==> src/rtpf_pkg.sv <==
// Package for the RTPS topic packet filter: field widths, layout codes, verdict codes.
// No dependencies.
`timescale 1ns / 1ps
package rtpf_pkg;
    localparam int TableEntriesDef = 16;
    localparam int MaxFrameBytesDef = 2047;
    localparam logic [31:0] SedpEntity = 32'h0000_03C2;
    localparam logic [7:0] SubInfoTs = 8'h09;
    localparam logic [7:0] SubData = 8'h15;
    localparam logic [7:0] SubInfoDst = 8'h0e;

    typedef enum logic [1:0] {
        LAY_NONE = 2'd0, LAY_TS = 2'd1, LAY_DST = 2'd2, LAY_THIRD = 2'd3
    } t_layout;

    typedef enum logic [1:0] {
        CAUSE_PASS = 2'd0, CAUSE_TOPIC = 2'd1, CAUSE_PAIR = 2'd2, CAUSE_BOTH = 2'd3
    } t_cause;

    // job handed from front to back at frame end
    typedef struct packed {
        logic         filt;
        logic [255:0] topic;
        logic [255:0] pair;
    } t_job;
endpackage

==> src/rtpf_front.sv <==
// Front end: parses frame bytes, gathers topic and source address.
// Depends on rtpf_pkg.
`timescale 1ns / 1ps
module rtpf_front #(
    parameter int MAX_FRAME_BYTES = rtpf_pkg::MaxFrameBytesDef
) (
    input  logic          i_clk,
    input  logic          i_rst_n,
    input  logic          i_byte_vld,
    input  logic [7:0]    i_byte,
    input  logic          i_end,
    output rtpf_pkg::t_job o_job
);
    import rtpf_pkg::*;
    localparam int PW = $clog2(MAX_FRAME_BYTES + 1);

    logic [PW-1:0]  r_pos;
    logic [6:0]     r_rs;
    logic [7:0]     r_topic [32];
    logic [31:0]    r_src, r_gw;
    logic           r_eth, r_udp, r_mag, r_third, r_ent, r_len;
    t_layout        r_lay;

    logic           take;
    logic [PW-1:0]  p, off;
    logic           in_r;
    t_layout        lay_a, lay_b;
    logic [6:0]     es, ls, ts;
    logic [31:0]    gw_n, gw_sh;
    logic           eth_n, udp_n, mag_n, third_n, ent_n, len_n;
    logic [31:0]    src_n;
    logic [6:0]     rs_n;
    logic [PW:0]    len_tot, need;
    logic           cut;
    logic [7:0]     tb [32];

    always_comb begin
        take = (r_pos < PW'(MAX_FRAME_BYTES));
        p = r_pos;
        in_r = take && (p > PW'(14)) && (p >= PW'(r_rs));
        off = p - PW'(r_rs);
        gw_n = r_gw; eth_n = r_eth; udp_n = r_udp; mag_n = r_mag;
        third_n = r_third; ent_n = r_ent; len_n = r_len; src_n = r_src;
        rs_n = r_rs; lay_a = r_lay;
        for (int i = 0; i < 32; i++) tb[i] = r_topic[i];
        if (take) begin
            if (p == PW'(12) || p == PW'(13)) begin
                gw_n = {r_gw[23:0], i_byte};
                if (p == PW'(13) && gw_n[15:0] == 16'h0800) eth_n = 1'b1;
            end
            if (p == PW'(14)) rs_n = 7'd22 + {1'b0, i_byte[3:0], 2'b00};
            if (p == PW'(23) && i_byte == 8'd17) udp_n = 1'b1;
            if (p >= PW'(26) && p <= PW'(29)) src_n = {r_src[23:0], i_byte};
        end
        if (in_r) begin
            if (off == PW'(0)) mag_n = (i_byte == 8'h52);
            if (off == PW'(1) && i_byte != 8'h54) mag_n = 1'b0;
            if (off == PW'(2) && i_byte != 8'h50) mag_n = 1'b0;
            if (off == PW'(3) && i_byte != 8'h53) mag_n = 1'b0;
            if (off == PW'(20))
                lay_a = (i_byte == SubInfoTs) ? LAY_TS :
                        (i_byte == SubInfoDst) ? LAY_DST : LAY_NONE;
            if (off == PW'(36) && lay_a == LAY_DST) begin
                if (i_byte == SubInfoTs) lay_a = LAY_THIRD;
                else if (i_byte != SubData) lay_a = LAY_NONE;
            end
            if (off == PW'(48) && lay_a == LAY_THIRD && i_byte == SubData) third_n = 1'b1;
        end
        lay_b = lay_a;
        es = (lay_b == LAY_TS) ? 7'd44 : 7'd48;
        ls = (lay_b == LAY_TS) ? 7'd84 : (lay_b == LAY_DST) ? 7'd88 : 7'd100;
        ts = ls + 7'd4;
        gw_sh = gw_n;
        if (in_r && lay_b != LAY_NONE) begin
            if (lay_b != LAY_THIRD && off >= PW'(es) && off <= PW'(es + 7'd3)) begin
                gw_sh = {gw_n[23:0], i_byte};
                if (off == PW'(es + 7'd3) && gw_sh == SedpEntity) ent_n = 1'b1;
            end
            if (off >= PW'(ls) && off <= PW'(ls + 7'd3)) begin
                gw_sh = {i_byte, gw_sh[31:8]};
                if (off == PW'(ls + 7'd3) &&
                    gw_sh <= ((lay_b == LAY_THIRD) ? 32'd32 : 32'd31)) len_n = 1'b1;
            end
            if (off >= PW'(ts) && off <= PW'(ts) + PW'(31))
                tb[5'(off - PW'(ts))] = i_byte;
        end
        len_tot = (PW+1)'(r_pos) + (PW+1)'(take);
        need = (PW+1)'(r_rs) + ((lay_b == LAY_TS) ? (PW+1)'(120) :
               (lay_b == LAY_DST) ? (PW+1)'(124) : (PW+1)'(136));
        o_job.filt = eth_n && udp_n && mag_n && len_n && lay_b != LAY_NONE &&
                     len_tot >= need && ((lay_b == LAY_THIRD) ? third_n : ent_n);
        cut = 1'b0;
        for (int i = 0; i < 32; i++) begin
            if (tb[i] == 8'd0) cut = 1'b1;
            o_job.topic[8*i +: 8] = cut ? 8'd0 : tb[i];
        end
        o_job.pair = {o_job.topic[223:0], src_n[7:0], src_n[15:8], src_n[23:16], src_n[31:24]};
    end

    always_ff @(posedge i_clk) begin
        if (!i_rst_n || (i_byte_vld && i_end)) begin
            r_pos <= '0; r_rs <= '0; r_src <= '0; r_gw <= '0; r_lay <= LAY_NONE;
            r_eth <= 1'b0; r_udp <= 1'b0; r_mag <= 1'b0; r_third <= 1'b0;
            r_ent <= 1'b0; r_len <= 1'b0;
            for (int i = 0; i < 32; i++) r_topic[i] <= '0;
        end else if (i_byte_vld) begin
            r_pos <= r_pos + PW'(take); r_rs <= rs_n; r_src <= src_n; r_gw <= gw_sh;
            r_lay <= lay_b; r_eth <= eth_n; r_udp <= udp_n; r_mag <= mag_n;
            r_third <= third_n; r_ent <= ent_n; r_len <= len_n;
            for (int i = 0; i < 32; i++) r_topic[i] <= tb[i];
        end
    end

    assert property (@(posedge i_clk) disable iff (!i_rst_n)
        (i_byte_vld && i_end) |=> (r_pos == '0)) else $error("pos not cleared");
    assert property (@(posedge i_clk) disable iff (!i_rst_n)
        r_pos <= PW'(MAX_FRAME_BYTES)) else $error("pos overrun");
    assert property (@(posedge i_clk) disable iff (!i_rst_n)
        (r_lay == LAY_NONE) |-> !r_third) else $error("third without layout");
endmodule

==> config.mk <==
export PLATFORM = sky130hd
export DESIGN_NAME = rtpf_front
export DESIGN_NICKNAME = d
export VERILOG_FILES = /design/src/rtpf_pkg.sv /design/src/rtpf_front.sv
export SDC_FILE = /design/constraint.sdc
export NUM_CORES = 1
export LEC_CHECK = 0
export BUFFER_PORTS_ARGS = -buffer_cell sky130_fd_sc_hd__buf_4
export CORE_MARGIN = 4
export CORE_UTILIZATION = 51
export DETAILED_ROUTE_END_ITERATION = 16
export PLACE_DENSITY = 0.82
export SLEW_MARGIN = 40
export SYNTH_ARGS = -nofsm -noshare
export SYNTH_HDL_FRONTEND = slang
export SYNTH_SLANG_ARGS = --single-unit
==> constraint.sdc <==
create_clock -name i_clk -period 11.5 [get_ports i_clk]
set_input_delay 2.875 -clock i_clk [delete_from_list [all_inputs] [get_ports i_clk]]
set_output_delay 2.875 -clock i_clk [all_outputs]
set_load 0.005 [all_outputs]
==> impl_metrics.json, run 1 <==
{
  "crit_slowest_cell": "a311oi_1",
  "hold_viol": 0,
  "synthesis.nets": 2716,
  "ys_seq_area_share_pct": 39.37,
  "design.core.area_sq_mm": 0.04656,
  "overflow": 0,
  "synth_cells": 2650,
  "worstReg2RegEnd": "r_topic[1][67]",
  "wire_per_inst_microns": 24.14,
  "gp_congestion": 0.9500,
  "tightest_slew_ns": 0.8356,
  "num-nets-final": 2986,
  "seqPwrFrac_pct": 42.4,
  "antenna_found_initial": 2,
  "holdCritStartpoint": "r_src[28]",
  "firstDrtPassIters": 6,
  "power.density_mw_per_mm2": 116.0,
  "setup.worst_path.start_class": "primary input",
  "ff2ff_setup_slack_ns": 4.12,
  "insertedDiodeCount": 0,
  "num_io_pins": 525,
  "min_path_type": "reg2reg",
  "combPwrFrac_pct": 18.7,
  "startpoint": "i_byte[7]",
  "finalSetupViolations": 0,
  "end_kind": "primary output",
  "rr_worst_depth": 26,
  "cp.required_ns": 8.63,
  "area_growth_pct": 21.45,
  "pwr-share-clk_pct": 38.8,
  "crit_type": "in2out",
  "fin_worst_skew_ns": 0.03145,
  "synth_area_per_cell_sq_um": 9.077,
  "whs_path_depth": 2,
  "ir_drop_uv": 94.39,
  "drc": 0,
  "die_h_microns": 225.2,
  "wl_microns": 85850,
  "swShare_pct": 29.30,
  "relSlewSlack_pct": 44.29,
  "crit_arrival_ns": 8.45,
  "grt_max_degree": 140,
  "grt_usage_pct": 31.26,
  "ant_nets": 0,
  "fmax_mhz": 88.30,
  "dr_total_vias": 22240,
  "port_buffers": 524,
  "viasPerCell": 6.254,
  "rsz0062_at_grt": "yes",
  "crit_buf_inv": 9,
  "rows": 79,
  "die_area_sq_mm": 0.05070,
  "drive_above_1_share_pct": 31.77,
  "maxCapViolCount": 0,
  "syn_area_sq_mm": 0.02405,
  "synthFlopType": "edfxtp_1",
  "cpMostUsedCell": "buf_4",
  "max_stage_delay_ns": 0.39,
  "ys_ff_latch": 345,
  "numClockSinks": 345,
  "dpl.cell_count": 3479,
  "utilization_pct": 62.75,
  "die_width_microns": 225.2,
  "start_util_pct": 51.66,
  "cts_max_level": 2,
  "status": "complete, no violations",
  "yosysWarnings": 0,
  "finalSetupTns_ns": 0,
  "p_int_w": 0.002395,
  "instances_no_fill": 3556,
  "first_global_vias": 21320,
  "dp_hpwl_microns": 59060,
  "synth-edff-count": 256,
  "ys_types": 89,
  "numCtsBuffers": 40,
  "cts_tree": "built",
  "drtIter0Drc": 2206,
  "clock_latency_ns": 0.59,
  "grt_pass1_wl_microns": 125100,
  "power.leakage_nw": 12.40,
  "post-route-period-util_pct": 98.47,
  "slew_violations": 0,
  "cts_buffer_depth": 3,
  "fin_crit_ns": 11.32,
  "reg2reg_from": "p[1]",
  "path_max_fanout": 12,
  "cp_top_family": "simple AND/OR/NAND/NOR gates",
  "clk_pin_slew_ns": 0.06,
  "root_buffer": "clkbuf_16",
  "min_to": "r_src[28]",
  "power_w": 0.003388,
  "async_flop_share_pct": 0,
  "p_switching_w": 0.0009926
}
==> flip-flops by register name, summed over array words and instances (netlist names) <==
signal   count
r_lay        2
r_third      1
p           11
r_gw        32
r_len        1
r_udp        1
r_eth        1
r_ent        1
r_src       32
r_topic    256
r_mag        1
r_rs         6
==> cell usage in the layout (no fill, tap or decap), drive strengths merged, types with 9 or more instances in the layout <==
cell type | synthesis | layout
nand4 | 27 | 27
nor2 | 536 | 536
edfxtp | 256 | 256
and3 | 13 | 13
and2 | 25 | 25
mux2 | 58 | 58
o21ai | 48 | 48
dfxtp | 89 | 89
o221ai | 18 | 18
buf | 297 | 659
nand2 | 137 | 137
nor4 | 148 | 148
nor2b | 9 | 9
xnor2 | 12 | 12
a211oi | 13 | 13
a31oi | 10 | 10
a22o | 9 | 9
mux2i | 231 | 231
xor2 | 20 | 20
clkbuf | 137 | 60
ha | 53 | 53
inv | 36 | 38
nor3 | 144 | 144
a21o | 12 | 12
or4 | 20 | 20
nand3 | 42 | 42
a21oi | 101 | 101
nor4b | 11 | 11
or3 | 14 | 14
==> power groups by stage <==
| stage | Sequential (W) | Combinational [W] | Clock (W) |
|---|---|---|---|
| after floorplan | 0.00146 | 0.000366 | 0 |
| after global placement | 0.00146 | 0.000574 | 0 |
| after CTS | 0.00144 | 0.000587 | 0.00132 |
| after detailed placement | 0.00146 | 0.000583 | 0 |
| after global routing | 0.00144 | 0.000670 | 0.00137 |
| final | 0.00144 | 0.000635 | 0.00131 |
==> synth_stat cells, types with 5 or more instances <==
| cell | count | share of area (%) |
|---|---|---|
| a2111oi_0 | 6 | 0.22 |
| a211oi_1 | 13 | 0.41 |
| a21o_1 | 12 | 0.37 |
| a21oi_1 | 100 | 2.1 |
| a221oi_1 | 5 | 0.18 |
| a22o_1 | 9 | 0.33 |
| a31oi_1 | 10 | 0.26 |
| and2_1 | 25 | 0.65 |
| and3_1 | 12 | 0.31 |
| buf_1 | 28 | 0.44 |
| buf_2 | 34 | 0.71 |
| buf_4 | 234 | 7.3 |
| clkbuf_1 | 137 | 2.1 |
| dfxtp_1 | 89 | 7.4 |
| edfxtp_1 | 256 | 32 |
| ha_1 | 53 | 2.8 |
| inv_1 | 36 | 0.56 |
| mux2_2 | 58 | 2.7 |
| mux2i_1 | 231 | 9.6 |
| nand2_1 | 137 | 2.1 |
| nand2b_1 | 8 | 0.21 |
| nand3_1 | 42 | 0.87 |
| nand3b_1 | 6 | 0.19 |
| nand4_1 | 25 | 0.65 |
| nor2_1 | 536 | 8.4 |
| nor2b_1 | 9 | 0.23 |
| nor3_1 | 136 | 2.8 |
| nor3_2 | 7 | 0.29 |
| nor4_1 | 92 | 2.4 |
| nor4_2 | 54 | 2.8 |
| nor4b_2 | 6 | 0.37 |
| o211ai_1 | 5 | 0.16 |
| o21a_1 | 7 | 0.22 |
| o21ai_0 | 43 | 0.89 |
| o221a_2 | 6 | 0.28 |
| o221ai_1 | 18 | 0.66 |
| or2_2 | 5 | 0.13 |
| or3_1 | 14 | 0.36 |
| or4_1 | 20 | 0.62 |
| xnor2_1 | 12 | 0.44 |
| xor2_1 | 19 | 0.69 |
==> cells by family (layout without fill, tap and decap cells) <==
kind of cell	after synthesis	count (layout)	share of synthesized area [%]
compound gates	296	296	8.307
xor+xnor	32	32	1.196
fa+ha+maj	54	54	2.840
buf+inv	471	770	11.21
flops	345	345	39.37
mux	289	289	12.33
simple gates	1163	1163	24.75
==> area by class of cell <==
| class | count | area (sq um) |
|---|---|---|
| Clock buffer | 57 | 1116 |
| Clock inverter | 14 | 202.7 |
| Fill cell | 3730 | 17340 |
| Inverter | 37 | 151.4 |
| Multi-Input combinational cell | 1834 | 12400 |
| Sequential cell | 345 | 9469 |
| Tap cell | 607 | 759.5 |
| Timing Repair Buffer | 662 | 5111 |
==> per-stage QoR <==
| stage | cell area (sq um) | setup slack (ns) | hold slack [ns] |
|---|---|---|---|
| finish | 29210 | 0.1756 | 0.4778 |
| global route | 29210 | -0.05900 | 0.4910 |
| CTS | 28750 | 0.0008527 | 0.4810 |
| detailed placement | 27400 | -0.3136 | 0.4679 |
| global placement | 27370 | -0.3641 | 0.4492 |
| floorplan | 24050 | 0.1858 | 0.4383 |
==> worst max path at each step <==
| stage | end | slack (ns) | depth (start not counted) |
|---|---|---|---|
| CTS | o_job[232] | 0.0009 | 25 |
| finish | o_job[225] | 0.18 | 27 |
| global placement | o_job[512] | -0.36 | 30 |
| floorplan | o_job[425] | 0.19 | 29 |
| detailed placement | o_job[232] | -0.31 | 25 |
| global route | o_job[225] | -0.06 | 29 |
==> layer usage <==
metal,up-vias,global-route usage (%),wire [microns]
met3,234,6.135,7879
met2,1287,52.87,42050
met5,-,0,13
li1,9858,-,-
met4,2,11.69,3139
met1,10860,39.94,32770
==> worst min-delay path: cells and delay by family (launching register included) <==
family           cells  cell delay, ns
AND/OR/NAND/NOR      2            0.13
flip-flops           1            0.31
==> timing repair <==
action / CTS / global route
gates resized for setup: 6 / 52
hold endpoints to repair: 0 / 0
pin swaps: 0 / 6
cloned: 0 / 4
hold buffers: 0 / 0
setup buffers: 0 / 1
setup endpoints to repair: 304 / 345
Note: power is estimated with default switching activity, not from simulation.
==> inputs of run 2 (changes only) <==
--- a/config.mk
+++ b/config.mk
@@ -6,10 +6,11 @@
 export NUM_CORES = 1
 export LEC_CHECK = 0
 export BUFFER_PORTS_ARGS = -buffer_cell sky130_fd_sc_hd__buf_4
+export CORE_ASPECT_RATIO = 1.2
 export CORE_MARGIN = 4
-export CORE_UTILIZATION = 51
+export CORE_UTILIZATION = 45
 export DETAILED_ROUTE_END_ITERATION = 16
-export PLACE_DENSITY = 0.82
+export PLACE_DENSITY = 0.74
 export SLEW_MARGIN = 40
 export SYNTH_ARGS = -nofsm -noshare
 export SYNTH_HDL_FRONTEND = slang
==> run 2 against run 1 <==
  * Flip-flop and latch count unchanged
  * First-iteration DRC count decreased by 3.9%
  * Clock-buffer cell count decreased by 6
  * Routed wire length increased by 0.38%
  * Combinational power decreased by 7.2%
  * Global-route usage decreased by 2.8 points
  * Utilization decreased by 7.7 points
  * Via count decreased by 3.1%
  * Setup slack improved by 0.098 ns
  * Clock power about the same
  * Critical path depth decreased by 1
  * Sequential share of layout area increased by 0.24 points
  * Critical path type unchanged
  * Largest cell class unchanged
  * Largest power group unchanged
==> impl_metrics.json, run 2 (synthesis gave the netlist of run 1 again) <==
{
  "cts_buffer_depth": 3,
  "relSlewSlack_pct": 45.68,
  "ir_drop_uv": 82.01,
  "p_int_w": 0.002359,
  "numClockSinks": 345,
  "ff2ff_setup_slack_ns": 4.16,
  "root_buffer": "clkbuf_16",
  "pwr-share-clk_pct": 39.1,
  "first_global_vias": 21390,
  "cp.depth": 26,
  "whs_path_depth": 2,
  "num-nets-final": 2976,
  "reg_top3": "r_topic: 256 flops, r_gw: 32 flops, r_src: 32 flops",
  "dr_total_vias": 21550,
  "regArea_sq_mm": 0.009469,
  "timing.hold.ws_ns": 0.4836,
  "overflow": 0,
  "antenna_found_initial": 0,
  "clk_pin_slew_ns": 0.05,
  "tightest_slew_ns": 0.8147,
  "clock_latency_ns": 0.57,
  "crit_type": "in2out",
  "wl_microns": 86170,
  "grt_pass1_wl_microns": 127700,
  "hold_viol": 0,
  "p_switching_w": 0.0009639,
  "rr_worst_depth": 30,
  "reg2reg_from": "r_rs[1]",
  "largest_reg_flops": 256,
  "insertedDiodeCount": 0,
  "wire_per_inst_microns": 23.64,
  "numCtsBuffers": 41,
  "slew_violations": 0,
  "layout_common_cells": "buf_4 (643), nor2_1 (534), edfxtp_1 (256), mux2i_1 (230), nand2_1 (135)",
  "post-route-period-util_pct": 97.62,
  "fin_crit_ns": 11.23,
  "maxCapViolCount": 0,
  "die_h_microns": 261.3,
  "cp.required_ns": 8.63,
  "num-fill-cells": 4816,
  "crit_arrival_ns": 8.35,
  "dp_hpwl_microns": 61050,
  "setup.worst_path.start_class": "primary input",
  "end_kind": "primary output",
  "swShare_pct": 29.00,
  "status": "complete, no violations",
  "cp_top_family": "simple AND/OR/NAND/NOR gates",
  "die_width_microns": 219.1,
  "cts_max_level": 2,
  "cts_tree": "built",
  "drive_above_1_share_pct": 30.84,
  "combPwrFrac_pct": 17.7,
  "power.leakage_nw": 12.29,
  "design.core.area_sq_mm": 0.05272,
  "firstDrtPassIters": 5,
  "die_area_sq_mm": 0.05723,
  "final_common_cell": "buf_4",
  "crit_buf_inv": 7,
  "seqPwrFrac_pct": 43.2,
  "finalSetupViolations": 0,
  "rows": 92,
  "gp_congestion": 0.9502,
  "top_register": "r_topic",
  "utilization_pct": 55.01,
  "finalSetupTns_ns": 0,
  "power.density_mw_per_mm2": 114.6,
  "min_path_type": "reg2reg",
  "num_io_pins": 525,
  "crit_slowest_cell": "nor4_2",
  "cpMostUsedCell": "buf_4",
  "fmax_mhz": 89.08,
  "multi_input_area_sq_mm": 0.01225,
  "grt_usage_pct": 28.43,
  "drc": 0,
  "drtIter0Drc": 2121,
  "holdCritStartpoint": "r_src[28]",
  "path_max_fanout": 72,
  "grt_max_degree": 127,
  "min_to": "r_src[28]",
  "hold_buffers": 0,
  "max_stage_delay_ns": 0.55,
  "worstReg2RegEnd": "r_len",
  "viasPerCell": 5.911,
  "area_growth_pct": 20.57,
  "fin_worst_skew_ns": 0.01702,
  "start_util_pct": 45.62,
  "ant_nets": 0,
  "port_buffers": 524
}
## run 2: cell types whose count changed in the layout (fill, tap and decap cells not counted), moves of 3 or more
cell,before,now
nor4_2,71,68
nor3_2,16,8
clkbuf_16,44,41
clkinv_2,2,7
nor4_1,66,74
buf_4,649,643
nor3_1,126,133
nor4_4,11,6
clkbuf_1,13,9
## run 2: per-layer routing
layer | GRT usage, % | routed length (microns)
met1 | 35.55 | 33690
met2 | 49.97 | 43540
met3 | 4.363 | 5785
met4 | 10.04 | 3160
met5 | 0 | 0
## run 2: power by group through the flow
stage	Clock, W	Combinational [W]	Sequential [W]
after detailed placement	0	0.000579	0.00146
after CTS	0.00131	0.000583	0.00143
after global routing	0.00136	0.000630	0.00144
after floorplan	0	0.000366	0.00146
final	0.00130	0.000589	0.00144
after global placement	0	0.000571	0.00145
## run 2: how the worst max path moves through the flow
stage / slack [ns] / end / startpoint
3_3_place_gp: -0.11 / o_job[512] / i_byte[1]
6_report: 0.27 / o_job[240] / i_byte[0]
4_1_cts: 0.001 / o_job[493] / i_byte[7]
3_5_place_dp: -0.19 / o_job[512] / i_byte[1]
5_1_grt: -0.12 / o_job[512] / i_byte[1]
2_1_floorplan: 0.19 / o_job[425] / i_byte[1]
## run 2: stage by stage
stage	total power, W	area, sq um	instances	setup slack [ns]
5_1_grt	0.003436	29000	3646	-0.1166
4_1_cts	0.003329	28860	3644	0.001005
3_5_place_dp	0.002039	27480	3570	-0.1941
2_1_floorplan	0.001823	24050	2650	0.1858
3_3_place_gp	0.002026	27430	3569	-0.1070
6_report	0.003323	29000	3646	0.2736
## run 2: cell type report
cell class | count | share of cell area, %
multi-input combinational | 1834 | 42.24
sequential | 345 | 32.65
timing repair buffer | 651 | 17.05
clock buffer | 51 | 3.702
tap | 705 | 3.042
clock inverter | 23 | 0.7939
inverter | 37 | 0.5220
## run 2: repair_timing
item | 4_1_cts | 5_1_grt
resized for setup | 12 | 18
hold endpoints to repair | 0 | 0
endpoints found under the setup margin | 387 | 393
buffers inserted | 0 | 2
pin swaps | 1 | 4
## run 2: worst min-delay path, cell delays in order, from the launching register on
cell and delay [ns]:
dfxtp_1 0.31, nor2_1 0.08, nor3_1 0.05
==> inputs of run 3 (changes only) <==
--- a/config.mk
+++ b/config.mk
@@ -6,7 +6,7 @@
 export NUM_CORES = 1
 export LEC_CHECK = 0
 export BUFFER_PORTS_ARGS = -buffer_cell sky130_fd_sc_hd__buf_4
-export CORE_ASPECT_RATIO = 1.2
+export CAP_MARGIN = 25
 export CORE_MARGIN = 4
 export CORE_UTILIZATION = 45
 export DETAILED_ROUTE_END_ITERATION = 16
==> run 3 against run 2 <==
  * Clock power about the same
  * Flip-flop and latch count stayed put
  * Critical path depth unchanged
  * Combinational power rose by 7.5%
  * Routed wire length down 1.7%
  * Worst hold slack got worse by 0.0057 ns
  * Die area hardly changed
  * Critical path type unchanged
  * Highest routed layer unchanged
==> impl_metrics.json, run 3 (synthesis gave the netlist of run 1 again) <==
{
  "status": "complete, no violations",
  "antenna_found_initial": 0,
  "path_max_fanout": 36,
  "p_switching_w": 0.0009988,
  "gp_congestion": 0.9112,
  "grt_max_degree": 108,
  "wl_met3_microns": 6068,
  "viasPerCell": 5.931,
  "cts_tree": "built",
  "whs_path_depth": 2,
  "seqPwrFrac_pct": 42.4,
  "die_h_microns": 239.2,
  "firstDrtPassIters": 6,
  "numCtsBuffers": 41,
  "drc": 0,
  "overflow": 0,
  "ir_drop_uv": 101.2,
  "wl_microns": 84670,
  "drtIter0Drc": 2025,
  "root_buffer": "clkbuf_16",
  "cts_buffer_depth": 3,
  "insertedDiodeCount": 0,
  "setup.worst_path.start_class": "primary input",
  "min_path_type": "reg2reg",
  "p_int_w": 0.002389,
  "fmax_mhz": 88.58,
  "start_util_pct": 45.59,
  "wire_per_inst_microns": 23.18,
  "top_layer_used": "met4",
  "place_area_sq_mm": 0.02762,
  "top_register": "r_topic",
  "power.leakage_nw": 12.49,
  "final_common_cell": "buf_4",
  "crit_type": "in2out",
  "met1Wirelength_microns": 34500,
  "swShare_pct": 29.48,
  "die_area_sq_mm": 0.05721,
  "combPwrFrac_pct": 18.7,
  "fin_crit_ns": 11.29,
  "reg_top3": "r_topic: 256 flops, r_gw: 32 flops, r_src: 32 flops",
  "num_io_pins": 525,
  "cp.required_ns": 8.63,
  "area_growth_pct": 22.49,
  "clock_latency_ns": 0.58,
  "die_width_microns": 239.2,
  "rows": 84,
  "post-route-period-util_pct": 98.17,
  "ant_nets": 0,
  "wl_met2_microns": 41920,
  "cts_max_level": 2,
  "num-nets-final": 3000,
  "design_area_sq_mm": 0.02946,
  "grt_pass1_wl_microns": 125000,
  "first_global_vias": 21100,
  "largest_reg_flops": 256,
  "tightest_slew_ns": 0.8169,
  "clk_pin_slew_ns": 0.06,
  "crit_arrival_ns": 8.41,
  "rr_worst_depth": 27,
  "numClockSinks": 345,
  "design.core.area_sq_mm": 0.05276,
  "grt_usage_pct": 27.64,
  "slew_violations": 0,
  "drive_above_1_share_pct": 31.65,
  "end_kind": "primary output",
  "finalSetupViolations": 0,
  "dr_total_vias": 21660,
  "finalSetupTns_ns": 0,
  "pwr-share-clk_pct": 39.0,
  "layout_common_cells": "buf_4 (664), nor2_1 (534), edfxtp_1 (256), mux2i_1 (230), nand2_1 (134)",
  "power.density_mw_per_mm2": 115.0,
  "maxCapViolCount": 0,
  "hold_viol": 0,
  "port_buffers": 524,
  "dp_hpwl_microns": 58640,
  "fin_worst_skew_ns": 0.02638,
  "relSlewSlack_pct": 44.13
}
-- run 3: cell types whose count changed in the layout (fill, tap and decap cells not counted), moves of 2 or more --
cell / before / now
buf_16: 0 / 2
buf_4: 643 / 664
clkbuf_16: 41 / 43
clkbuf_8: 1 / 4
clkinv_1: 6 / 8
clkinv_2: 7 / 4
inv_1: 35 / 32
inv_6: 3 / 1
nor4_2: 68 / 47
nor4_4: 6 / 27
o21a_2: 0 / 2
o21ai_0: 43 / 41
-- run 3: timing repair --
item	CTS	global route
pin swaps	0	7
hold buffers	0	0
setup endpoints to repair	21	446
setup buffers	0	6
resized for setup	5	56
endpoints found under the hold margin	0	0
gates cloned	0	2
-- run 3: area by class of cell --
type                    instances  area [sq um]
clock buffers                  55          1140
inverters                      37         146.4
well taps                     688         860.8
fillers                      4608         23300
repair buffers                675          5181
multi-input cells            1834         12470
flip-flops and latches        345          9469
clock inverters                18         192.7
-- run 3: per-stage QoR --
stage                     setup WS (ns)  instances  util, %  hold WS (ns)  power (W)
final                            0.2105       3652    55.84        0.4779   0.003388
after global routing           -0.07841       3652    55.84        0.5088   0.003497
after CTS                      0.008185       3644    54.93        0.4812   0.003361
after detailed placement        -0.4175       3571    52.35        0.4659   0.002054
after global placement          -0.4928       3571    52.25        0.4518   0.002041
after floorplan                  0.1858       2650        -        0.4383   0.001823
-- run 3: power by group through the flow --
stage / sequential (W) / combinational [W] / clock [W]
after floorplan: 0.00146 / 0.000366 / 0
after detailed placement: 0.00146 / 0.000594 / 0
after CTS: 0.00143 / 0.000598 / 0.00133
after global placement: 0.00145 / 0.000586 / 0
after global routing: 0.00144 / 0.000677 / 0.00138
final: 0.00143 / 0.000633 / 0.00132
-- run 3: critical path, cell delays in order --
cell and delay (ns):
buf_4 0.10, clkinv_1 0.07, ha_1 0.21, nand2_1 0.12
nor4_4 0.05, buf_4 0.13, and3b_1 0.19, nor3_1 0.14
and3_1 0.18, o21bai_1 0.08, a21oi_2 0.23, inv_1 0.11
ha_1 0.34, inv_1 0.09, ha_1 0.31, a21o_1 0.18
a22oi_1 0.20, a311oi_2 0.15, or3_4 0.44, or4_4 0.57
and3_4 0.23, nor3_4 0.23, nand4_4 0.25, buf_16 0.27
nor4_4 0.42, buf_4 0.18
-- run 3: routing by layer --
layer	global-route usage, %	vias up
met2	46.98	1009
met5	0	-
met1	36.82	10590
li1	-	9906
met3	4.341	159
met4	7.652	0
-- run 3: worst paths after layout --
kind         slack, ns               to      start
min reg2reg       0.48        r_src[28]  r_src[28]
max reg2reg       4.23  r_topic[1][123]       p[1]
max               0.21       o_job[453]  i_byte[1]
min               0.48        r_src[28]  r_src[28]
